[src/sv/pixel_lut_with_histograms_core_defines.svh]
// ----------------------------------------------------------------------------
// Assertion macros for the pixel LUT with histograms core
// Implication checks on a clock, switched off when ASSERT_OFF is defined.
// ----------------------------------------------------------------------------
`ifndef PIXEL_LUT_WITH_HISTOGRAMS_CORE_DEFINES_SVH
`define PIXEL_LUT_WITH_HISTOGRAMS_CORE_DEFINES_SVH

`ifndef ASSERT_OFF
// same-cycle implication
`define PLH_ASSERT_IMP(lbl, clk, rst, ante, cons, msg) \
   lbl: assert property (@(posedge clk) disable iff (rst) (ante) |-> (cons)) \
      else $error(msg);
// next-cycle implication
`define PLH_ASSERT_NXT(lbl, clk, rst, ante, cons, msg) \
   lbl: assert property (@(posedge clk) disable iff (rst) (ante) |=> (cons)) \
      else $error(msg);
`else
`define PLH_ASSERT_IMP(lbl, clk, rst, ante, cons, msg)
`define PLH_ASSERT_NXT(lbl, clk, rst, ante, cons, msg)
`endif

`endif

[src/sv/plh_pkg.sv]
// ----------------------------------------------------------------------------
// plh_pkg
// Shared types and constants of the pixel LUT with histograms core.
// ----------------------------------------------------------------------------
package plh_pkg;

   localparam int PIX_W     = 8;
   localparam int REPORT_W  = 32;
   localparam int RSP_DEPTH = 4;

   typedef enum logic [1:0] {
      ACT_PIXEL     = 2'd0,
      ACT_LUT_WRITE = 2'd1,
      ACT_READ      = 2'd2
   } action_type;

   typedef struct packed {
      logic [PIX_W-1:0]    pixel_out;
      logic                pixel_out_valid;
      logic                vsync_out;
      logic [REPORT_W-1:0] hist_in_count;
      logic [REPORT_W-1:0] hist_out_count;
      logic [PIX_W-1:0]    lut_read_value;
      logic [REPORT_W-1:0] frame_pixel_count;
   } rsp_type;

endpackage

[src/sv/plh_rsp_fifo.sv]
// ----------------------------------------------------------------------------
// plh_rsp_fifo
// Small register FIFO holding finished response beats.
// ----------------------------------------------------------------------------
module plh_rsp_fifo #(
   parameter int DEPTH = 4
) (
   input  logic                       clock,
   input  logic                       reset,
   input  logic                       push,
   input  plh_pkg::rsp_type           push_data,
   input  logic                       pop,
   output logic                       out_valid,
   output plh_pkg::rsp_type           out_data,
   output logic [$clog2(DEPTH+1)-1:0] count
);

   localparam int PTR_W = (DEPTH > 1) ? $clog2(DEPTH) : 1;
   localparam int CNT_W = $clog2(DEPTH + 1);

   plh_pkg::rsp_type entries_ff [DEPTH];
   logic [PTR_W-1:0] wr_ptr_ff, wr_ptr_in;
   logic [PTR_W-1:0] rd_ptr_ff, rd_ptr_in;
   logic [CNT_W-1:0] count_ff, count_in;

   always_comb begin
      wr_ptr_in = wr_ptr_ff;
      rd_ptr_in = rd_ptr_ff;
      if (push) begin
         wr_ptr_in = (wr_ptr_ff == PTR_W'(DEPTH - 1)) ? '0 : wr_ptr_ff + PTR_W'(1);
      end
      if (pop) begin
         rd_ptr_in = (rd_ptr_ff == PTR_W'(DEPTH - 1)) ? '0 : rd_ptr_ff + PTR_W'(1);
      end
      count_in = count_ff + CNT_W'(push) - CNT_W'(pop);
   end

   always_ff @(posedge clock) begin
      if (reset) begin
         wr_ptr_ff <= '0;
         rd_ptr_ff <= '0;
         count_ff  <= '0;
      end else begin
         wr_ptr_ff <= wr_ptr_in;
         rd_ptr_ff <= rd_ptr_in;
         count_ff  <= count_in;
      end
      if (push) begin
         entries_ff[wr_ptr_ff] <= push_data;
      end
   end

   assign out_valid = (count_ff != '0);
   assign out_data  = entries_ff[rd_ptr_ff];
   assign count     = count_ff;

endmodule

[config.mk]
export PLATFORM = sky130hd
export DESIGN_NAME = plh_rsp_fifo
export DESIGN_NICKNAME = d
export VERILOG_FILES = /design/src/sv/pixel_lut_with_histograms_core_defines.svh /design/src/sv/plh_pkg.sv /design/src/sv/plh_rsp_fifo.sv
export SDC_FILE = /design/constraint.sdc
export NUM_CORES = 1
export LEC_CHECK = 0
export ABC_AREA = 1
export BUFFER_PORTS_ARGS = -buffer_cell sky130_fd_sc_hd__buf_2
export CELL_PAD_IN_SITES_DETAIL_PLACEMENT = 1
export CELL_PAD_IN_SITES_GLOBAL_PLACEMENT = 2
export CORE_MARGIN = 10
export CORE_UTILIZATION = 30
export DETAILED_ROUTE_END_ITERATION = 12
export PLACE_DENSITY = 0.71
export SYNTH_ARGS = -nofsm -noshare
export SYNTH_HDL_FRONTEND = slang
export SYNTH_SLANG_ARGS = --single-unit
[constraint.sdc]
create_clock -name clock -period 4.1 [get_ports clock]
set_clock_uncertainty 0.15 [all_clocks]
set_input_delay 0.615 -clock clock [delete_from_list [all_inputs] [get_ports clock]]
set_output_delay 0.615 -clock clock [all_outputs]
set_load 0.05 [all_outputs]
Word level (Yosys, flattened, before mapping)
Memory sizes are Yosys's and may differ from the RTL's. A register that Yosys moved wholly into a read port is not among the register bits.
Index checks and enable logic that the tools add are counted.
- memories: 1
- logic and storage cells: 17
- memory bits (writable): 456
- output and inout port bits: 118
- flip-flop bits (word level): 7
- mux-type cells: 6
- add/subtract/negate cells: 4
- reduce and logical (&&, ||, !) cells: 1
- equality and inequality tests: 2
- memories (name ; words ; width ; read ports ; clocked after memory_dff ; write ports ; line ; RTL):
    entries_ff ; 4 ; 114 ; 1 ; 1 ; 1 ; plh_rsp_fifo.sv:21 ; plh_pkg::rsp_type entries_ff [DEPTH];
- operator list (cell ; number):
    two-way mux 2 bit ; 4
    adder 2 x 1 -> 2 bit (second input constant) ; 2
    equality test 2 bit (second input constant) ; 2
    adder 3 x 1 -> 3 bit ; 1
    nonzero test 3 bit ; 1
    subtractor 3 x 1 -> 3 bit ; 1
    two-way mux 1 bit ; 2

Logic depth before layout (Yosys ltp)
Gate-level depths: netlist (run 1).
- depth in word-level cells: 4
- mapped depth: 9
- gate-level depth less buffers: 9

Worst setup path before layout (run 1)
OpenSTA, ideal clock, no wires.
- path type: input port to flip-flop
- start: input push
- end: memory entries_ff[3][0] (netlist name), enable pin
- data required time: 3483 ps
- arrival time: 2850 ps
- slack: 633 ps
- buffers on the path: 0
- stages on the path: 2
- path through: nand2_1 -> inv_1
- longest elaborated chain between the ends: 2
- ends and longest elaborated chain (item ; line ; RTL):
    start, declared ; plh_rsp_fifo.sv:10 ; input logic push,
    two-way mux 1 bit ; plh_rsp_fifo.sv:48 ; if (push) begin
    two-way mux 1 bit (not written as such) ; plh_rsp_fifo.sv:49 ; entries_ff[wr_ptr_ff] <= push_data;
    end, declared ; plh_rsp_fifo.sv:21 ;
No other way between the ends.

==> results.md, run 1 <==
- Status: finished clean
- Cell Rows: 91
- Die Span Y: around 270 microns
- Post-cts sizing count: 0
- Core ar.: between 60000 and 70000 sq um
- # setup viols final: 0
- Area leader, netlist: edfxtp_1
- CTS tree: yes
- Crit path buffers/inverters: 2
- Final Max Slew Viols: 0
- Yosys warning total: 0
- WS Path Type: register to output port
- Clock power share: 37.1%
- Post-CTS setup buffer count: 0
- Clock root buffer: clkbuf_16
- Hold Crit Class: input port to register
- H-tree levels: 2
- Hold slack: about 97 ps
- Routed wire length: 44500 microns
- Hold depth: 1
- Synth Area in Compound Gates: a little over a tenth
- Hold_sp: push_data[55]
- Largest family of logic cells by synthesized area: compound AO/OA/AOI/OAI gates
- P_leak: ~0.0084 uW
- R2R Path Start: wr_ptr_ff[0]$_SDFFE_PP0P_
- Die Span X: around 270 microns
- Mapped Area: around 19000 sq um
- Filler instances: ~6.6k
- R2R depth: 5
- Final Cycle Share: 80.4%
- Cell variety after synth: 19
- Routed wire per std cell: between 15 and 20 microns
- Number of global-route vias before repair: approximately 12k
- CP delay by family, top: flip-flops
- Pint: 8220 uW
- Share of post-route cells with drive strength above 1: about a fifth
- Setup ws final: around 800 ps
- Post-synthesis register bit count: 465
- Via Count: ~11k
- R2R Path End: entries_ff[2][43]$_DFFE_PP_
- Net Sw Power: between 3000 and 4000 uW
- Commonest non-fill, non-tap cells in the layout: 456 x edfxtp_1, 239 x inv_1, 237 x nand2_1, 235 x buf_2, 117 x a21oi_1
- GRT overflow: 0
- Max incr delay on CP: 760 ps
- CP max FO: between 100 and 150
- IO Port Bufs: approximately 240
- Mux contribution to synthesized area: 0%
- Top cells by area, synth: edfxtp_1 74%, inv_1 4.9%, nand2_1 4.8%
- Core occupancy in the finished layout: 35.5%
- 1st-pass router iterations: 4
- Clock transition at path regs: 60 ps
- Post-layout minimum cycle time: approximately 3300 ps
- Syn nets: 1514
- Area of the multi-input gates: just over 3000 sq um
- Post-synthesis simple-gate area fraction: under 10%
- Vias per Instance: between 4 and 5
- Clock sinks: ~470
- CP Launch Type: register
- Total Neg Setup Slack: 0 ps
- Crit end category: output port
- Syn avg cell area: ~13 sq um
- Commonest non-fill, non-tap cell in the layout: edfxtp_1
- Fmax: ~0.3 GHz
- Power Density: 520 nW/um^2
- Data arrival, critical path: 2530 ps
- Max-Cap Viols: 0
- Final Net Count: ~1.7k
- Sequential share of power: about 49%
- IO Pins: between 200 and 250
- Synthesized instance count: around 1.4k
- Starting Density: a little under a third
- Placed cells: around 2.4k
- Antenna violations before repair: 11
- Sequential element share of the synthesized area: between 70% and 80%
- Unrepaired setup endpoints after global routing: no
- Hold EP: entries_ff[1][55]$_DFFE_PP_
- Synth top area share: between 70% and 80%
- Reg2Reg Setup Slack: ~1900 ps
- Initial DRC Count: roughly 530
- Critical path's slowest cell: dfxtp_4
- RePlAce Congestion: between 0.7 and 0.8
- Comb pwr share: between 10% and 20%
- Drc violations: 0
- Post-route ant nets: 0
- Finished Layout Cells: between 2k and 2.5k
- Area Growth Syn to Fin: 17.9%
- Largest net degree at the start of global routing: roughly 140
- CP required: between 3000 and 4000 ps
- Worst-Margin Slew: approximately 630 ps
- Dpl hpwl: 27300 microns
- Fin. Hold Viols: 0
- Slew headroom: about 58%
- Gr usage total: ~12%
- Die ar.: around 72000 sq um
- Synth Area in Adders: less than 1%
- Clock Path Buffers: 3
- First-pass GRT wire length: between 60000 and 70000 microns
- Switching part of the total power: about 28%
- CTS Buf Count: 53
- Worst skew pair latency: 580 ps
- Synth Area in XOR/XNOR: 0%
- Reg area: between 10000 and 15000 sq um
- Place WS: about 1400 ps
- Peak VDD IR: approximately 350 uV
- Hold Buf Count CTS: 0
- Critical Path, Cell by Cell: buf_12 > o211ai_1 > nand2_1 > buf_2
-- kinds of logic (layout without fill, tap and decap cells) --
group                    Yosys count  in the layout
AO/OA/AOI/OAI                    348            348
adder cells (fa/ha/maj)            8              8
buffers and inverters            319            591
flip-flops                       465            465
other                              0              3
AND/OR/NAND/NOR                  248            248
-- metal layers --
layer | GRT usage [%] | share of wire, % | vias up
li1 | - | - | 5305
met1 | 14.2 | 41 | 5504
met2 | 21.4 | 50 | 175
met3 | 3.29 | 5.6 | 82
met4 | 3.87 | 2.4 | 16
met5 | 0 | 0.24 | -
-- power groups by stage --
stage	combinational, uW	sequential, uW	clock [uW]
after floorplan	1190	5630	0
after global placement	1630	5620	0
after detailed placement	1660	5630	0
after CTS	1660	5530	4400
after global routing	1760	5550	4600
final	1620	5530	4220
-- worst reg2reg max path, stage by stage (launching register included) --
cell and delay (ps):
dfxtp_1 340, inv_1 120, ha_1 150, nand2_1 80, inv_4 420, buf_12 510
-- synthesized netlist by cell type --
| cell type | n |
|---|---|
| inv_1 | 243 |
| o21ai_0 | 17 |
| nand2_1 | 237 |
| o21ai_1 | 100 |
| fa_1 | 1 |
| o211ai_1 | 114 |
| buf_6 | 23 |
| clkbuf_8 | 4 |
| nor2_1 | 9 |
| ha_1 | 7 |
| clkbuf_2 | 1 |
| a21oi_1 | 117 |
| nand3_1 | 2 |
| buf_8 | 10 |
| edfxtp_1 | 456 |
| dfxtp_1 | 9 |
| buf_12 | 1 |
| buf_2 | 36 |
| buf_4 | 1 |
-- worst max-delay path by stage --
stage / startpoint / endpoint / slack, ps / cells after the start
finish: register / out_data[14] / 800 / 4
global route: register / out_data[98] / 560 / 5
CTS: register / out_data[69] / 740 / 5
detailed placement: register / out_data[69] / 1390 / 5
global placement: register / out_data[69] / 1420 / 4
floorplan: push / entries_ff[3][0]$_DFFE_PP_ / 630 / 2
-- state kept, by name, summed over array words and instances (netlist names), named ones only --
| signal | cells |
|---|---|
| count | 3 |
| entries_ff | 456 |
| rd_ptr_ff | 2 |
| wr_ptr_ff | 2 |
-- metrics by stage --
step                total power [uW]  cell area [sq um]
floorplan                       6820              18500
global placement                7250              20300
detailed placement              7290              20300
CTS                            11600              21800
global route                   11900              21800
finish                         11400              21800
-- layout make-up --
| class | instances | share of cell area (%) |
|---|---|---|
| antenna | 3 | 0.0344 |
| tap | 790 | 4.52 |
| clock inverter | 29 | 0.762 |
| sequential | 465 | 63.5 |
| inverter | 243 | 4.22 |
| clock buffer | 65 | 6.28 |
| timing repair buffer | 254 | 6.61 |
| multi-input combinational | 604 | 14.0 |
Note: power is estimated with default switching activity, not from simulation.
==> inputs of run 2 (changes only) <==
--- a/config.mk
+++ b/config.mk
@@ -5,14 +5,14 @@
 export SDC_FILE = /design/constraint.sdc
 export NUM_CORES = 1
 export LEC_CHECK = 0
-export ABC_AREA = 1
+export ABC_AREA = 0
 export BUFFER_PORTS_ARGS = -buffer_cell sky130_fd_sc_hd__buf_2
 export CELL_PAD_IN_SITES_DETAIL_PLACEMENT = 1
 export CELL_PAD_IN_SITES_GLOBAL_PLACEMENT = 2
 export CORE_MARGIN = 10
 export CORE_UTILIZATION = 30
 export DETAILED_ROUTE_END_ITERATION = 12
-export PLACE_DENSITY = 0.71
+export PLACE_DENSITY = 0.67
 export SYNTH_ARGS = -nofsm -noshare
 export SYNTH_HDL_FRONTEND = slang
 export SYNTH_SLANG_ARGS = --single-unit
==> constraint.sdc (replaced) <==
create_clock -name clock -period 2.8 [get_ports clock]
set_clock_uncertainty 0.15 [all_clocks]
set_input_delay 0.42 -clock clock [delete_from_list [all_inputs] [get_ports clock]]
set_output_delay 0.42 -clock clock [all_outputs]
set_load 0.05 [all_outputs]
==> run 2 against run 1 <==
Effect of this change: sequential share of layout area shrank 1.4 points; register-to-register slack lost 980 ps; cell count shrank 25%; sequential cell count is the same; setup slack lost 740 ps; die area shrank 8.1%; global-route usage shrank 0.60 points.
==> results.md, run 2 <==
- Commonest non-fill, non-tap cells in the layout: 456 x edfxtp_1, 204 x buf_2, 115 x dlygate4sd3_1, 114 x mux4_2, 54 x clkbuf_16 (was 456 x edfxtp_1, 239 x inv_1, 237 x nand2_1, 235 x buf_2, 117 x a21oi_1)
- Area leader, netlist: edfxtp_1 (unchanged)
- Reg2Reg Setup Slack: 910 ps (was 1890 ps)
- Status: finished clean (unchanged)
- Post-synth EDFFs: 456 (unchanged)
- Hold depth: 3 (was 1)
- H-tree levels: 2 (unchanged)
- Routed wire length: 40100 microns (was 44500 microns)
- Dpl hpwl: 24000 microns (was 27300 microns)
- CTS Buf Count: 49 (was 53)
- GRT overflow: 0 (unchanged)
- IO Port Bufs: 235 (unchanged)
- Synthesized instance count: 637 (was 1388)
- Cell variety after synth: 19 (unchanged)
- CTS tree: yes (unchanged)
- Hold EP: wr_ptr_ff[1]$_SDFFE_PP0P_ (was entries_ff[1][55]$_DFFE_PP_)
- R2R Path Start: wr_ptr_ff[0]$_SDFFE_PP0P_ (unchanged)
- Syn avg cell area: 26.5 sq um (was 13.4 sq um)
- Hold_sp: push (was push_data[55])
- Cell Rows: 86 (was 91)
- Total Neg Setup Slack: 0 ps (unchanged)
- Core ar.: 55400 sq um (was 61500 sq um)
- Routed wire per std cell: 21.9 microns (was 18.1 microns)
- Post-synthesis register bit count: 465 (unchanged)
- IO Pins: 236 (unchanged)
- Gr usage total: 11.6% (was 12.2%)
- Final Max Slew Viols: 0 (unchanged)
- Unrepaired setup endpoints after global routing: yes (was no)
- Biggest register: entries_ff (unchanged)
- Final Net Count: 1174 (was 1747)
- Number of global-route vias before repair: 9287 (was 11.6k)
- Synth cell count leaders: 456 x edfxtp_1, 114 x mux4_2, 13 x buf_2 (was 456 x edfxtp_1, 243 x inv_1, 237 x nand2_1)
- First-pass GRT wire length: 58800 microns (was 67600 microns)
- Data arrival, critical path: 2170 ps (was 2530 ps)
- Die ar.: 66200 sq um (was 72100 sq um)
- Final Cycle Share: just under 100%
- Core occupancy in the finished layout: 40.3% (was 35.5%)
- 1st-pass router iterations: 6 (was 4)
- Vias per Instance: 4.42 (was 4.52)
- CP Launch Type: register (unchanged)
- Clock transition at path regs: 60 ps (about the same)
- Yosys warning total: 0 (unchanged)
- Clock Path Buffers: 3 (unchanged)
- Clock root buffer: clkbuf_16 (unchanged)
- Die Span X: 257 microns (was 269 microns)
- Mapped Area: 16900 sq um (was 18500 sq um)
- Share of post-route cells with drive strength above 1: 42.3% (was 19.6%)
- CP required: 2230 ps (was 3340 ps)
- RePlAce Congestion: 0.686 (was 0.710)
- R2R depth: 4 (was 5)
- Clock sinks: 465 (unchanged)
- Top cells by area, synth: edfxtp_1 81%, mux4_2 15%, dfxtp_1 1.1% (was edfxtp_1 74%, inv_1 4.9%, nand2_1 4.8%)
- WS Path Type: register to output port (unchanged)
- Finished Layout Cells: 1835 (was 2453)
- Post-layout minimum cycle time: 2740 ps
- Most common cell in the netlist: edfxtp_1 (unchanged)
- Slew headroom: 61.2% (was 58.1%)
- Drc violations: 0 (unchanged)
- Placed cells: 1622 (was 2356)
- Hold Crit Class: input port to register (unchanged)
- Crit end category: output port (unchanged)
- Post-route ant nets: 0 (unchanged)
- Via Count: 8114 (was 11.1k)
- R2R Path End: entries_ff[0][87]$_DFFE_PP_ (was entries_ff[2][43]$_DFFE_PP_)
- Commonest non-fill, non-tap cell in the layout: edfxtp_1 (unchanged)
- Antenna violations before repair: 2 (was 11)
- Ys flop type: edfxtp_1 (unchanged)
- Largest net degree at the start of global routing: 60 (was 144)
- # setup viols final: 0 (unchanged)
- Sequential element share of the synthesized area: 82.1% (was 74.9%)
- Starting Density: 30.5% (was 30.1%)
- Peak VDD IR: 517 uV (was 345 uV)
- Area Growth Syn to Fin: 32.2% (was 17.9%)
- Synth top area share: 81.0% (was 73.9%)
- Fin. Hold Viols: 0 (unchanged)
- CP max FO: 16 (was 122)
- Largest register FFs: 456 (unchanged)
- Initial DRC Count: 441 (was 534)
- Worst skew pair latency: 560 ps (was 580 ps)
- Syn nets: 763 (was 1514)
- P_leak: 0.00755 uW (was 0.00839 uW)
- Worst-Margin Slew: 582 ps (was 628 ps)
- Fmax: 0.365 GHz
- Power Density: 754 nW/um^2 (was 520 nW/um^2)
- Async S/R FF share, synth: 0% (unchanged)
- Max-Cap Viols: 0 (unchanged)
- Die Span Y: 257 microns (was 269 microns)
-- run 2: worst max-delay path, stage by stage (launching register included) --
cell	delay (ps)
dfxtp_4	390
buf_12	170
clkbuf_16	240
mux4_2	540
buf_2	230
-- run 2: area by class of cell --
type | instances | area [sq um]
clock inverters | 24 | 270
diodes | 2 | 5.00
multi-input cells | 141 | 2820
inverters | 5 | 18.8
clock buffers | 64 | 1330
well taps | 748 | 936
repair buffers | 386 | 3100
fillers | 5287 | 33100
flip-flops and latches | 465 | 13900
-- run 2: how the worst max path moves through the flow --
stage / startpoint / endpoint / slack (ps) / depth (start not counted)
after floorplan: wr_ptr_ff[0]$_SDFFE_PP0P_ / entries_ff[2][0]$_DFFE_PP_ / 270 / 3
after detailed placement: register / out_data[97] / 590 / 3
after global placement: register / out_data[97] / 590 / 3
final: register / out_data[34] / 60 / 4
after CTS: register / out_data[76] / -50 / 3
after global routing: register / out_data[34] / -40 / 4
-- run 2: cells by family after synthesis --
family / Yosys count / share of synthesized area, %
DFF: 465 / 82.1
adders and majority gates: 8 / 0.637
AOI/OAI and AO/OA: 2 / 0.0592
muxes: 116 / 15.3
xor gates and xnor gates: 1 / 0.133
buffers and inverters: 31 / 1.30
and+or+nand+nor: 14 / 0.489
-- run 2: what timing repair did --
item	CTS	global route
resized for setup	44	10
setup buffers	0	4
cloned	0	4
hold buffers	115	0
setup endpoints to repair	70	105
hold endpoints to repair	464	0
-- run 2: per-layer routing --
metal | GRT usage (%) | share of wire [%]
met1 | 13.7 | 41
met5 | 0 | 0
met3 | 3.23 | 5.6
met4 | 3.43 | 2.1
met2 | 20.1 | 51
-- run 2: report_power, final --
group / total, uW / internal [uW] / switching [uW]
Sequential: 8020 / 7950 / 72.4
Clock: 6490 / 3880 / 2620
Combinational: 2340 / 822 / 1520
-- run 2: metrics by stage --
stage / instance area (sq um) / setup slack, ps / hold WS (ps) / total power (uW)
after floorplan: 16900 / 266 / 319 / 9650
after global placement: 19300 / 592 / 365 / 10300
after detailed placement: 19300 / 592 / 374 / 10300
after CTS: 22100 / -48.4 / 42.3 / 17000
after global routing: 22400 / -35.6 / 92.3 / 17500
final: 22400 / 63.6 / 79.9 / 16900
